### config.mk
export PLATFORM = sky130hd
export DESIGN_NAME = pkcs7_pad_unpad_stream_top_flat
export DESIGN_NICKNAME = d
export VERILOG_FILES = /design/src/pkcs7_pkg.sv /design/src/pkcs7_if.sv /design/src/pkcs7_front.sv /design/src/pkcs7_queue.sv /design/src/pkcs7_back.sv /design/src/pkcs7_pad_unpad_stream_top.sv /design/src/flat_wrapper.sv
export SDC_FILE = /design/constraint.sdc
export NUM_CORES = 1
export LEC_CHECK = 0
export BUFFER_PORTS_ARGS = -buffer_cell sky130_fd_sc_hd__buf_4
export CAP_MARGIN = 10
export CORE_MARGIN = 2
export CORE_UTILIZATION = 40
export DETAILED_ROUTE_END_ITERATION = 6
export PLACE_DENSITY = 0.59
export SETUP_SLACK_MARGIN = 0.3
export SYNTH_ARGS = -nofsm -noshare
export SYNTH_HDL_FRONTEND = slang
export SYNTH_SLANG_ARGS = --single-unit
### constraint.sdc
create_clock -name clk -period 6.7 [get_ports clk]
set_input_delay 0.67 -clock clk [delete_from_list [all_inputs] [get_ports clk]]
set_output_delay 0.67 -clock clk [all_outputs]
set_load 0.01 [all_outputs]
### src/pkcs7_pkg.sv
`timescale 1ns / 1ps
// ----------------------------------------------------------------------------
// PKCS#7 pad/unpad stream: shared package
// Widths, register indexes and the command word passed from front to back.
// ----------------------------------------------------------------------------
package pkcs7_pkg;

	localparam int DATA_W            = 8;
	localparam int CNT_W             = 6;
	localparam int CFG_W             = 6;
	localparam int CFG_IDX_W         = 1;
	localparam int MAX_BLOCK_DEFAULT = 32;
	localparam int BS_RESET          = 16;
	localparam int QUEUE_DEPTH       = 4;
	localparam int QUEUE_AW          = 2;

	localparam logic [CFG_IDX_W-1:0] REG_BLOCK_SIZE = 1'b0;
	localparam logic [CFG_IDX_W-1:0] REG_DIRECTION  = 1'b1;

	// One accepted word, classified by the front end.
	typedef struct packed {
		logic [DATA_W-1:0] data;
		logic              has_byte;
		logic              eom;
		logic              dir;       // 1: strip padding
		logic              ovf;       // holding buffer full: oldest byte leaves
		logic              ok0;       // length is a nonzero multiple of the block
		logic [CNT_W-1:0]  fill;      // held bytes after this word
		logic [CNT_W-1:0]  bs;        // block size in force
		logic [CNT_W-1:0]  pad_len;   // pad bytes to append at end of message
	} cmd_t;

endpackage

### src/pkcs7_if.sv
`timescale 1ns / 1ps
// ----------------------------------------------------------------------------
// PKCS#7 pad/unpad stream: channel interfaces
// Valid/ready channels for input words and result words.
// ----------------------------------------------------------------------------
interface pkcs7_in_if;
	logic                          valid;
	logic                          ready;
	logic [pkcs7_pkg::DATA_W-1:0]  byte_in;
	logic                          has_byte;
	logic                          end_of_message;

	modport source (output valid, output byte_in, output has_byte, output end_of_message,
		input ready);
	modport sink (input valid, input byte_in, input has_byte, input end_of_message,
		output ready);
endinterface

interface pkcs7_out_if;
	logic                          valid;
	logic                          ready;
	logic [pkcs7_pkg::DATA_W-1:0]  byte_out;
	logic                          byte_valid;
	logic                          last_of_run;
	logic                          status;

	modport source (output valid, output byte_out, output byte_valid, output last_of_run,
		output status, input ready);
	modport sink (input valid, input byte_out, input byte_valid, input last_of_run,
		input status, output ready);
endinterface

### src/pkcs7_front.sv
`timescale 1ns / 1ps
// ----------------------------------------------------------------------------
// PKCS#7 front end
// Holds the configuration, tracks message position and buffer fill, and
// turns each accepted word into a command for the back end.
// ----------------------------------------------------------------------------
module pkcs7_front #(
	parameter int MAX_BLOCK = pkcs7_pkg::MAX_BLOCK_DEFAULT
) (
	input  logic                              clk,
	input  logic                              arst_n,
	pkcs7_in_if.sink                          in_ch,
	input  logic                              cfg_we,
	input  logic [pkcs7_pkg::CFG_IDX_W-1:0]   cfg_index,
	input  logic [pkcs7_pkg::CFG_W-1:0]       cfg_data,
	input  logic                              q_full,
	output logic                              q_push,
	output pkcs7_pkg::cmd_t                   q_cmd
);

	localparam int CW = pkcs7_pkg::CNT_W;
	localparam logic [CW-1:0] MAX_CNT = CW'(MAX_BLOCK);
	localparam logic [CW-1:0] BS_INIT = (pkcs7_pkg::BS_RESET > MAX_BLOCK) ?
		MAX_CNT : CW'(pkcs7_pkg::BS_RESET);

	logic [CW-1:0] bs_q;
	logic          dir_q;
	logic [CW-1:0] pos_q;
	logic [CW-1:0] fill_q;

	logic [CW-1:0] pos_inc;
	logic [CW-1:0] pos_nx;
	logic [CW-1:0] fill_nx;
	logic          holds;
	logic          ovf;
	logic [CW-1:0] bs_sat;

	assign in_ch.ready = !q_full;
	assign q_push      = in_ch.valid && !q_full;

	assign pos_inc = pos_q + CW'(1);
	assign pos_nx  = !in_ch.has_byte ? pos_q : ((pos_inc >= bs_q) ? '0 : pos_inc);
	assign holds   = dir_q && in_ch.has_byte;
	assign ovf     = holds && (fill_q >= bs_q);
	assign fill_nx = (holds && !ovf) ? fill_q + CW'(1) : fill_q;

	always_comb begin
		q_cmd.data     = in_ch.byte_in;
		q_cmd.has_byte = in_ch.has_byte;
		q_cmd.eom      = in_ch.end_of_message;
		q_cmd.dir      = dir_q;
		q_cmd.ovf      = ovf;
		q_cmd.ok0      = (pos_nx == '0) && (fill_nx == bs_q);
		q_cmd.fill     = fill_nx;
		q_cmd.bs       = bs_q;
		q_cmd.pad_len  = bs_q - pos_nx;
	end

	// A block size of zero is taken as one; anything above the buffer depth saturates.
	assign bs_sat = (cfg_data == '0) ? CW'(1) : ((cfg_data > MAX_CNT) ? MAX_CNT : cfg_data);

	always_ff @(posedge clk or negedge arst_n) begin
		if (!arst_n) begin
			bs_q   <= BS_INIT;
			dir_q  <= 1'b0;
			pos_q  <= '0;
			fill_q <= '0;
		end else if (cfg_we) begin
			unique case (cfg_index)
				pkcs7_pkg::REG_BLOCK_SIZE: bs_q  <= bs_sat;
				pkcs7_pkg::REG_DIRECTION:  dir_q <= cfg_data[0];
			endcase
			pos_q  <= '0;
			fill_q <= '0;
		end else if (q_push) begin
			pos_q  <= in_ch.end_of_message ? '0 : pos_nx;
			fill_q <= in_ch.end_of_message ? '0 : fill_nx;
		end
	end

`ifndef SYNTHESIS
	a_fill_le_bs: assert property (@(posedge clk) disable iff (!arst_n) fill_q <= bs_q)
		else $error("holding fill exceeds block size");
	a_pos_lt_bs: assert property (@(posedge clk) disable iff (!arst_n) pos_q < bs_q)
		else $error("block position out of range");
`endif

endmodule

### src/pkcs7_queue.sv
`timescale 1ns / 1ps
// ----------------------------------------------------------------------------
// PKCS#7 command queue
// Short FIFO of commands that decouples the front end from the back end.
// ----------------------------------------------------------------------------
module pkcs7_queue (
	input  logic             clk,
	input  logic             arst_n,
	input  logic             push,
	input  pkcs7_pkg::cmd_t  wdata,
	output logic             full,
	input  logic             pop,
	output pkcs7_pkg::cmd_t  rdata,
	output logic             empty
);

	localparam int DEPTH = pkcs7_pkg::QUEUE_DEPTH;
	localparam int AW    = pkcs7_pkg::QUEUE_AW;

	pkcs7_pkg::cmd_t slots_q [DEPTH];
	logic [AW-1:0]   wr_ptr_q;
	logic [AW-1:0]   rd_ptr_q;
	logic [AW:0]     count_q;

	assign full  = (count_q == (AW+1)'(DEPTH));
	assign empty = (count_q == '0);
	assign rdata = slots_q[rd_ptr_q];

	always_ff @(posedge clk) begin
		if (push) begin
			slots_q[wr_ptr_q] <= wdata;
		end
	end

	always_ff @(posedge clk or negedge arst_n) begin
		if (!arst_n) begin
			wr_ptr_q <= '0;
			rd_ptr_q <= '0;
			count_q  <= '0;
		end else begin
			if (push) begin
				wr_ptr_q <= wr_ptr_q + AW'(1);
			end
			if (pop) begin
				rd_ptr_q <= rd_ptr_q + AW'(1);
			end
			if (push && !pop) begin
				count_q <= count_q + (AW+1)'(1);
			end else if (pop && !push) begin
				count_q <= count_q - (AW+1)'(1);
			end
		end
	end

`ifndef SYNTHESIS
	a_no_underflow: assert property (@(posedge clk) disable iff (!arst_n)
		pop |-> !empty)
		else $error("command popped from empty queue");
`endif

endmodule

### src/pkcs7_back.sv
`timescale 1ns / 1ps
// ----------------------------------------------------------------------------
// PKCS#7 back end
// Sequencer that executes commands: passes bytes, appends pad runs, keeps
// the held block in a ring buffer and checks and releases it at the end.
// ----------------------------------------------------------------------------
module pkcs7_back #(
	parameter int MAX_BLOCK = pkcs7_pkg::MAX_BLOCK_DEFAULT
) (
	input  logic             clk,
	input  logic             arst_n,
	input  logic             q_empty,
	input  pkcs7_pkg::cmd_t  q_cmd,
	output logic             q_pop,
	pkcs7_out_if.source      out_ch
);

	localparam int CW = pkcs7_pkg::CNT_W;
	localparam int DW = pkcs7_pkg::DATA_W;
	localparam int AW = (MAX_BLOCK > 1) ? $clog2(MAX_BLOCK) : 1;

	localparam logic [3:0] S_IDLE     = 4'd0;
	localparam logic [3:0] S_PAD      = 4'd1;
	localparam logic [3:0] S_OVF_RD   = 4'd2;
	localparam logic [3:0] S_OVF_EMIT = 4'd3;
	localparam logic [3:0] S_EOM      = 4'd4;
	localparam logic [3:0] S_CHK_RD   = 4'd5;
	localparam logic [3:0] S_CHK_P    = 4'd6;
	localparam logic [3:0] S_SCAN_RD  = 4'd7;
	localparam logic [3:0] S_SCAN_CMP = 4'd8;
	localparam logic [3:0] S_REL_RD   = 4'd9;
	localparam logic [3:0] S_REL_EMIT = 4'd10;
	localparam logic [3:0] S_STATUS   = 4'd11;

	function automatic logic [AW-1:0] ring_addr(input logic [AW-1:0] base,
		input logic [CW-1:0] off);
		logic [CW:0] sum;
		begin
			sum = (CW+1)'(base) + (CW+1)'(off);
			if (sum >= (CW+1)'(MAX_BLOCK)) begin
				sum = sum - (CW+1)'(MAX_BLOCK);
			end
			return AW'(sum);
		end
	endfunction

	logic [DW-1:0]   mem_q [MAX_BLOCK];
	logic [DW-1:0]   rd_data_q;
	logic [AW-1:0]   rd_addr;
	logic            mem_we;
	logic [AW-1:0]   mem_waddr;
	logic [DW-1:0]   mem_wdata;

	logic [3:0]      state_q, state_d;
	logic [AW-1:0]   head_q, head_d;
	pkcs7_pkg::cmd_t cur_q, cur_d;
	logic [CW-1:0]   cnt_q, cnt_d;
	logic [CW-1:0]   off_q, off_d;
	logic [CW-1:0]   keep_q, keep_d;
	logic [DW-1:0]   p_q, p_d;
	logic            ok_q, ok_d;

	logic            out_valid_q;
	logic [DW-1:0]   out_byte_q;
	logic            out_bv_q;
	logic            out_last_q;
	logic            out_status_q;

	logic            slot_free;
	logic            need_slot;
	logic            emit;
	logic [DW-1:0]   emit_byte;
	logic            emit_bv;
	logic            emit_last;
	logic            emit_status;

	assign slot_free = !out_valid_q || out_ch.ready;
	assign need_slot = !q_cmd.dir && q_cmd.has_byte;
	assign rd_addr   = (state_q == S_OVF_RD || state_q == S_OVF_EMIT) ? head_q :
		ring_addr(head_q, off_q);

	always_comb begin
		state_d     = state_q;
		head_d      = head_q;
		cur_d       = cur_q;
		cnt_d       = cnt_q;
		off_d       = off_q;
		keep_d      = keep_q;
		p_d         = p_q;
		ok_d        = ok_q;
		q_pop       = 1'b0;
		emit        = 1'b0;
		emit_byte   = '0;
		emit_bv     = 1'b0;
		emit_last   = 1'b0;
		emit_status = 1'b0;
		mem_we      = 1'b0;
		mem_waddr   = head_q;
		mem_wdata   = cur_q.data;

		unique case (state_q)
			S_IDLE: begin
				if (!q_empty && (!need_slot || slot_free)) begin
					q_pop = 1'b1;
					cur_d = q_cmd;
					if (!q_cmd.dir) begin
						if (q_cmd.has_byte) begin
							emit      = 1'b1;
							emit_byte = q_cmd.data;
							emit_bv   = 1'b1;
						end
						if (q_cmd.eom) begin
							cnt_d   = q_cmd.pad_len;
							state_d = S_PAD;
						end
					end else if (q_cmd.ovf) begin
						state_d = S_OVF_RD;
					end else begin
						if (q_cmd.has_byte) begin
							mem_we    = 1'b1;
							mem_waddr = ring_addr(head_q, q_cmd.fill - CW'(1));
							mem_wdata = q_cmd.data;
						end
						if (q_cmd.eom) begin
							state_d = S_EOM;
						end
					end
				end
			end
			S_PAD: begin
				if (slot_free) begin
					emit      = 1'b1;
					emit_byte = DW'(cur_q.pad_len);
					emit_bv   = 1'b1;
					emit_last = (cnt_q == CW'(1));
					cnt_d     = cnt_q - CW'(1);
					if (cnt_q == CW'(1)) begin
						state_d = S_IDLE;
					end
				end
			end
			S_OVF_RD: begin
				state_d = S_OVF_EMIT;
			end
			S_OVF_EMIT: begin
				// The oldest byte leaves and the new one goes just past the end of the block.
				if (slot_free) begin
					emit      = 1'b1;
					emit_byte = rd_data_q;
					emit_bv   = 1'b1;
					mem_we    = 1'b1;
					mem_waddr = ring_addr(head_q, cur_q.fill);
					mem_wdata = cur_q.data;
					head_d    = (head_q == AW'(MAX_BLOCK - 1)) ? '0 : head_q + AW'(1);
					state_d   = cur_q.eom ? S_EOM : S_IDLE;
				end
			end
			S_EOM: begin
				ok_d = cur_q.ok0;
				if (cur_q.ok0) begin
					off_d   = cur_q.fill - CW'(1);
					state_d = S_CHK_RD;
				end else begin
					off_d   = '0;
					keep_d  = cur_q.fill;
					state_d = (cur_q.fill == '0) ? S_STATUS : S_REL_RD;
				end
			end
			S_CHK_RD: begin
				state_d = S_CHK_P;
			end
			S_CHK_P: begin
				off_d = '0;
				if (rd_data_q == '0 || rd_data_q > DW'(cur_q.bs)) begin
					ok_d    = 1'b0;
					keep_d  = cur_q.fill;
					state_d = S_REL_RD;
				end else if (rd_data_q == DW'(1)) begin
					keep_d  = cur_q.fill - CW'(1);
					state_d = (cur_q.fill == CW'(1)) ? S_STATUS : S_REL_RD;
				end else begin
					p_d     = rd_data_q;
					off_d   = cur_q.fill - rd_data_q[CW-1:0];
					state_d = S_SCAN_RD;
				end
			end
			S_SCAN_RD: begin
				state_d = S_SCAN_CMP;
			end
			S_SCAN_CMP: begin
				// The last byte is the pad length itself; the scan covers the bytes below it.
				if (rd_data_q != p_q) begin
					ok_d    = 1'b0;
					off_d   = '0;
					keep_d  = cur_q.fill;
					state_d = S_REL_RD;
				end else if (off_q + CW'(2) == cur_q.fill) begin
					off_d   = '0;
					keep_d  = cur_q.fill - p_q[CW-1:0];
					state_d = (cur_q.fill == p_q[CW-1:0]) ? S_STATUS : S_REL_RD;
				end else begin
					off_d   = off_q + CW'(1);
					state_d = S_SCAN_RD;
				end
			end
			S_REL_RD: begin
				state_d = S_REL_EMIT;
			end
			S_REL_EMIT: begin
				if (slot_free) begin
					emit      = 1'b1;
					emit_byte = rd_data_q;
					emit_bv   = 1'b1;
					off_d     = off_q + CW'(1);
					state_d   = (off_q + CW'(1) == keep_q) ? S_STATUS : S_REL_RD;
				end
			end
			S_STATUS: begin
				if (slot_free) begin
					emit        = 1'b1;
					emit_last   = 1'b1;
					emit_status = !ok_q;
					state_d     = S_IDLE;
				end
			end
			default: begin
				state_d = S_IDLE;
			end
		endcase
	end

	always_ff @(posedge clk) begin
		if (mem_we) begin
			mem_q[mem_waddr] <= mem_wdata;
		end
		rd_data_q <= mem_q[rd_addr];
	end

	always_ff @(posedge clk or negedge arst_n) begin
		if (!arst_n) begin
			state_q     <= S_IDLE;
			head_q      <= '0;
			out_valid_q <= 1'b0;
		end else begin
			state_q <= state_d;
			head_q  <= head_d;
			if (emit) begin
				out_valid_q <= 1'b1;
			end else if (out_ch.ready) begin
				out_valid_q <= 1'b0;
			end
		end
	end

	always_ff @(posedge clk) begin
		cur_q  <= cur_d;
		cnt_q  <= cnt_d;
		off_q  <= off_d;
		keep_q <= keep_d;
		p_q    <= p_d;
		ok_q   <= ok_d;
		if (emit) begin
			out_byte_q   <= emit_byte;
			out_bv_q     <= emit_bv;
			out_last_q   <= emit_last;
			out_status_q <= emit_status;
		end
	end

	assign out_ch.valid       = out_valid_q;
	assign out_ch.byte_out    = out_byte_q;
	assign out_ch.byte_valid  = out_bv_q;
	assign out_ch.last_of_run = out_last_q;
	assign out_ch.status      = out_status_q;

`ifndef SYNTHESIS
	a_pad_cnt: assert property (@(posedge clk) disable iff (!arst_n)
		(state_q == S_PAD) |-> (cnt_q != '0))
		else $error("pad run entered with zero count");
	a_status_last: assert property (@(posedge clk) disable iff (!arst_n)
		(out_valid_q && !out_bv_q) |-> out_last_q)
		else $error("status word not marked last");
	a_emit_slot: assert property (@(posedge clk) disable iff (!arst_n)
		emit |-> slot_free)
		else $error("result word overwrote a pending word");
`endif

endmodule

### src/pkcs7_pad_unpad_stream_top.sv
`timescale 1ns / 1ps
// ----------------------------------------------------------------------------
// PKCS#7 pad/unpad stream: top level
// Byte-stream padder and unpadder with configurable block size and direction.
// ----------------------------------------------------------------------------
// Usage:
//   in_ch carries one word per handshake: an optional message byte and an
//   end-of-message flag. out_ch carries result words: a byte, or a final
//   status word when stripping padding. cfg_we/cfg_index/cfg_data write the
//   block size (index 0) or the direction (index 1); a write drops any
//   message in progress and must only happen while the block is idle.
//   A front end classifies words into a four-entry command queue; a back-end
//   sequencer executes them and takes a new command only while idle. An
//   accepted word passes through the command queue and the output register
//   before its first result. In pad direction the end of message starts the
//   pad run, one pad byte per result word. In strip direction a byte that
//   pushes out the oldest held byte first reads the ring buffer, and at the
//   end of message each check and release step reads the single ring buffer
//   port; a failed pad scan is followed by the release of the whole block.
//   Reset empties the queue and output register and sets block size 16 and
//   pad direction. When out_ch stalls, the output register holds its word,
//   the sequencer waits, and in_ch stays ready until the queue fills.
// ----------------------------------------------------------------------------
module pkcs7_pad_unpad_stream_top #(
	parameter int MAX_BLOCK = pkcs7_pkg::MAX_BLOCK_DEFAULT
) (
	input  logic                              clk,
	input  logic                              arst_n,
	pkcs7_in_if.sink                          in_ch,
	pkcs7_out_if.source                       out_ch,
	input  logic                              cfg_we,
	input  logic [pkcs7_pkg::CFG_IDX_W-1:0]   cfg_index,
	input  logic [pkcs7_pkg::CFG_W-1:0]       cfg_data
);

	pkcs7_pkg::cmd_t push_cmd;
	pkcs7_pkg::cmd_t pop_cmd;
	logic            q_push;
	logic            q_pop;
	logic            q_full;
	logic            q_empty;

	pkcs7_front #(.MAX_BLOCK(MAX_BLOCK)) u_front (
		.clk       (clk),
		.arst_n    (arst_n),
		.in_ch     (in_ch),
		.cfg_we    (cfg_we),
		.cfg_index (cfg_index),
		.cfg_data  (cfg_data),
		.q_full    (q_full),
		.q_push    (q_push),
		.q_cmd     (push_cmd)
	);

	pkcs7_queue u_queue (
		.clk    (clk),
		.arst_n (arst_n),
		.push   (q_push),
		.wdata  (push_cmd),
		.full   (q_full),
		.pop    (q_pop),
		.rdata  (pop_cmd),
		.empty  (q_empty)
	);

	pkcs7_back #(.MAX_BLOCK(MAX_BLOCK)) u_back (
		.clk     (clk),
		.arst_n  (arst_n),
		.q_empty (q_empty),
		.q_cmd   (pop_cmd),
		.q_pop   (q_pop),
		.out_ch  (out_ch)
	);

endmodule

### src/flat_wrapper.sv
// flat-port wrapper written by rule: the top's interface ports become plain ports
module pkcs7_pad_unpad_stream_top_flat 
#(
	parameter int MAX_BLOCK = pkcs7_pkg::MAX_BLOCK_DEFAULT
)
  (clk, arst_n, cfg_we, cfg_index, cfg_data, in_ch_valid, in_ch_byte_in, in_ch_has_byte, in_ch_end_of_message, in_ch_ready, out_ch_valid, out_ch_byte_out, out_ch_byte_valid, out_ch_last_of_run, out_ch_status, out_ch_ready);
  pkcs7_in_if in_ch_i ();
  pkcs7_out_if out_ch_i ();
  input  logic clk;
  input  logic arst_n;
  input  logic cfg_we;
  input  logic [pkcs7_pkg::CFG_IDX_W-1:0] cfg_index;
  input  logic [pkcs7_pkg::CFG_W-1:0] cfg_data;
  input wire logic [$bits(in_ch_i.valid)-1:0] in_ch_valid;
  input wire logic [$bits(in_ch_i.byte_in)-1:0] in_ch_byte_in;
  input wire logic [$bits(in_ch_i.has_byte)-1:0] in_ch_has_byte;
  input wire logic [$bits(in_ch_i.end_of_message)-1:0] in_ch_end_of_message;
  output wire logic [$bits(in_ch_i.ready)-1:0] in_ch_ready;
  output wire logic [$bits(out_ch_i.valid)-1:0] out_ch_valid;
  output wire logic [$bits(out_ch_i.byte_out)-1:0] out_ch_byte_out;
  output wire logic [$bits(out_ch_i.byte_valid)-1:0] out_ch_byte_valid;
  output wire logic [$bits(out_ch_i.last_of_run)-1:0] out_ch_last_of_run;
  output wire logic [$bits(out_ch_i.status)-1:0] out_ch_status;
  input wire logic [$bits(out_ch_i.ready)-1:0] out_ch_ready;
  assign in_ch_i.valid = in_ch_valid;
  assign in_ch_i.byte_in = in_ch_byte_in;
  assign in_ch_i.has_byte = in_ch_has_byte;
  assign in_ch_i.end_of_message = in_ch_end_of_message;
  assign in_ch_ready = in_ch_i.ready;
  assign out_ch_valid = out_ch_i.valid;
  assign out_ch_byte_out = out_ch_i.byte_out;
  assign out_ch_byte_valid = out_ch_i.byte_valid;
  assign out_ch_last_of_run = out_ch_i.last_of_run;
  assign out_ch_status = out_ch_i.status;
  assign out_ch_i.ready = out_ch_ready;
  pkcs7_pad_unpad_stream_top #(.MAX_BLOCK(MAX_BLOCK)) u_core (.clk(clk), .arst_n(arst_n), .in_ch(in_ch_i), .out_ch(out_ch_i), .cfg_we(cfg_we), .cfg_index(cfg_index), .cfg_data(cfg_data));
endmodule
==> impl_results.md <==
* Status: complete, no violations
* Core area at 55200 sq um
* Power share of the combinational group at 42.1%
* Worst-margin pin slew at around 1.2 ns
* CP max FO at 29
* Synth cell types at 81
* Data arrival, critical path at between 5 and 6 ns
* CTS clock-pin slew for the worst setup and hold paths at 0.07 ns
* Global route overflow at 0
* # H-tree levels at 2
* Psw at ~5.1 mW
* Initial antenna violation count at 0
* Post-placement setup slack at between 1.5 and 2 ns
* Routed Antenna Nets at 0
* Post-CTS setup repair buffer count at 0
* Cell-internal power at about 7.8 mW
* Die height at 241 um
* Final Max Tran Viols at 0
* Post-Route WL at 52200 um
* Detail Placement HPWL at 34100 um
* Min Tclk post-route at about 4.9 ns
* Peak VDD IR at about 0.00029 V
* Hold Vio Cnt, Final at 0
* Post-synthesis sequential area ratio at ~65%
* Post-synth EDFFs at about 450
* Synth warn at 0
* RePlAce Congestion at approximately 0.86
* Area Overhead vs Synth at 11.6%
* CP startpoint: u_core.u_queue.rd_ptr_q[0]$_DFFE_PN0P_
* TNS Setup at 0 ns
* First-pass GRT wire length at ~79000 um
* Max Root-Sink Buffers at 3
* CTS tree: done
* Iter 0 DRT Violations at approximately 1300
* Clock sinks at 490
* Fmax at about 0.21 GHz
* Layout cells sized above 1 at a little under an eighth
* Switching share of power at between 30 and 40%
* Setup Viol. Count Final at 0
* DR pass1 iterations at 5
* DRC errors left at 0
* Tot GR Track Use at ~18%
* Final WS setup at roughly 1.8 ns
* Post-synthesis instance total at 1584
* Detailed-route via count at between 10000 and 15000
* Die W at around 240 um
* Final Cell Area at 25000 sq um
* Num rows at 86
* CP required at a little under 7 ns
* Root buf cell: clkbuf_16
* Io pins at 35
* Post-Place Cell Area at 23400 sq um
* Unrepaired setup endpoints after global routing: false
* Max-cap violations at 0
* CTS buffer count at 50
* DR WL/cell at between 20 and 25 um
* Crit path launch type: register
* Async SR Flop Fraction at approximately 7.3%
* Worst r2r src: u_core.u_queue.rd_ptr_q[0]$_DFFE_PN0P_
* Final worst path period share at around 73%
* Register bit count reported by yosys at 490
* Starting Density at around two fifths
* Largest net degree at the start of global routing at slightly above 70
* Clock latency on the worst-skew pair at 0.59 ns
* Setup Skew at roughly 0.025 ns
* PwrDens at 518 nW/um^2
* Seq pwr share at a little under two fifths
* Clock power share at approximately a fifth
* Avg Cell Area, Syn at ~14 sq um
* Synthesized Nets at about 1700
* Ys flop type: edfxtp_1
* Post-Synthesis Cell Area at approximately 22000 sq um
* Worst setup EP type: register
* Die Area at just under 60000 sq um
* Vias in the first global route at roughly 13000
* Nets at approximately 1700
* Post_cts resized at 0
* Leak pwr at between 8 and 9 nW
* Worst hold slack at ~0.076 ns
* Setup Crit Path Kind: reg2reg
* Hold_buf cts at 0
* Worst hold path class: in2async
* N_diodes at 0
* Post-DR vias/cell at ~5.5
* Relative slew slack at around 18%
* Count of input and output buffers at 34
## layout make-up
cell class | count | area, sq um
fill | 4849 | 30200
sequential | 490 | 14500
multi-input combinational | 960 | 7400
clock buffer | 60 | 1310
tap | 748 | 936
timing repair buffer | 50 | 375
clock inverter | 28 | 269
inverter | 68 | 255
## Yosys cell counts (all sizes together), types with 7 or more instances
cell type | instances | area share, %
dfxtp | 8 | 0.72
a21oi | 51 | 1.1
clkbuf | 31 | 0.52
nand2 | 172 | 2.9
ha | 61 | 3.4
a22oi | 9 | 0.37
mux4 | 45 | 4.7
inv | 68 | 1.1
nor3 | 52 | 1.2
edfxtp | 446 | 60
xor2 | 34 | 1.4
a31oi | 12 | 0.34
o21ai | 51 | 1.1
mux2i | 68 | 3.1
and3 | 20 | 0.56
nor2 | 68 | 1.1
buf | 35 | 0.95
mux2 | 16 | 0.80
o22ai | 17 | 0.47
o2111ai | 9 | 0.35
a21o | 18 | 0.64
nand4 | 8 | 0.22
fa | 7 | 0.63
xnor2 | 39 | 1.6
nor2b | 12 | 0.34
dfrtp | 35 | 3.9
nor4 | 11 | 0.34
nand3 | 56 | 1.3
nand2b | 18 | 0.54
## final timing paths
kind / to / slack [ns] / cells after the start
setup / recovery: u_core.u_back.mem_q[6][3]$_DFFE_PP_ / 1.82 / 6
setup reg to reg: u_core.u_back.mem_q[6][3]$_DFFE_PP_ / 1.82 / 6
hold / removal: u_core.u_front.fill_q[1]$_DFFE_PN0P_ / 0.08 / 1
max in group asynchronous: u_core.u_queue.rd_ptr_q[0]$_DFFE_PN0P_ / 6.18 / 1
hold reg to reg: u_core.u_front.pos_q[5]$_DFFE_PN0P_ / 0.49 / 2
min in group clk: u_core.u_queue.slots_q[2][28]$_DFFE_PP_ / 0.28 / 1
## flip-flops by register name, indices dropped and copies added (netlist names), 2 cells and up
signal / flops
u_core.u_back.head_q: 5
u_core.u_front.fill_q: 6
u_core.u_back.p_q: 8
u_core.u_back.out_ch.byte_out: 8
u_core.u_front.bs_q: 6
u_core.u_back.keep_q: 6
u_core.u_back.off_q: 6
u_core.u_front.pos_q: 6
u_core.u_back.cur_q: 28
u_core.u_queue.count_q: 3
u_core.u_back.mem_q: 256
u_core.u_queue.rd_ptr_q: 2
u_core.u_back.state_q: 4
u_core.u_queue.slots_q: 124
u_core.u_back.rd_data_q: 8
u_core.u_back.cnt_q: 6
u_core.u_queue.wr_ptr_q: 2
## cells by family after synthesis
family / count (synthesis) / synth area share, %
buffers and inverters: 134 / 2.61
xor gates and xnor gates: 78 / 3.42
AOI/OAI and AO/OA: 236 / 7.12
DFF: 490 / 64.5
muxes: 129 / 8.59
adders and majority gates: 68 / 4.03
and+or+nand+nor: 449 / 9.68
## power groups by stage
stage | clock, mW | sequential, mW | combinational [mW]
2_1_floorplan | 0 | 4.63 | 3.80
3_3_place_gp | 0 | 4.84 | 5.39
3_5_place_dp | 0 | 4.85 | 5.44
4_1_cts | 2.75 | 4.79 | 5.46
5_1_grt | 2.88 | 4.84 | 5.92
6_report | 2.71 | 4.79 | 5.45
## layer usage
| metal | vias up | GRT usage (%) | share of wire, % | routed length (um) |
|---|---|---|---|---|
| li1 | 6124 | - | - | - |
| met1 | 6537 | 25.8 | 45 | 23500 |
| met2 | 391 | 28.7 | 47 | 24300 |
| met3 | 91 | 2.77 | 5.6 | 2910 |
| met4 | 0 | 5.87 | 2.8 | 1480 |
| met5 | - | 0 | 0 | 0 |
## worst max-delay path, stage by stage (launching register included)
cell	delay, ns
dfrtp_2	0.42
buf_4	0.48
mux4_1	0.73
nor3_2	0.83
a22oi_2	0.29
nand3b_1	0.63
nor3_1	1.06
## metrics by stage
stage / utilization, % / std cells / total power, mW
after CTS: 45.3 / 2404 / 13.0
after global routing: 45.3 / 2404 / 13.6
after global placement: 42.4 / 2316 / 10.2
final: 45.3 / 2404 / 12.9
after floorplan: - / 1584 / 8.42
after detailed placement: 42.4 / 2316 / 10.3
## layout by cell type, fill, tap and decap left out, drive strengths merged, types with 6 or more instances in the layout
cell type / instances
mux2i: 68
inv: 70
dfrtp: 35
a211oi: 6
a22oi: 9
xor2: 34
clkbuf: 60
nor2: 68
o2111ai: 9
o221ai: 6
a222oi: 6
a31oi: 12
o21ai: 51
nand4: 8
a21oi: 51
mux2: 16
nor4: 11
o22ai: 17
a2bb2oi: 6
buf: 50
dfxtp: 8
mux4: 45
nor3: 52
and3: 20
clkinv: 18
and4: 6
xnor2: 39
nor2b: 12
edfxtp: 446
nand2b: 18
fa: 7
nand3: 56
nand2: 172
ha: 61
a21o: 18
(Power assumes the default switching activity.)
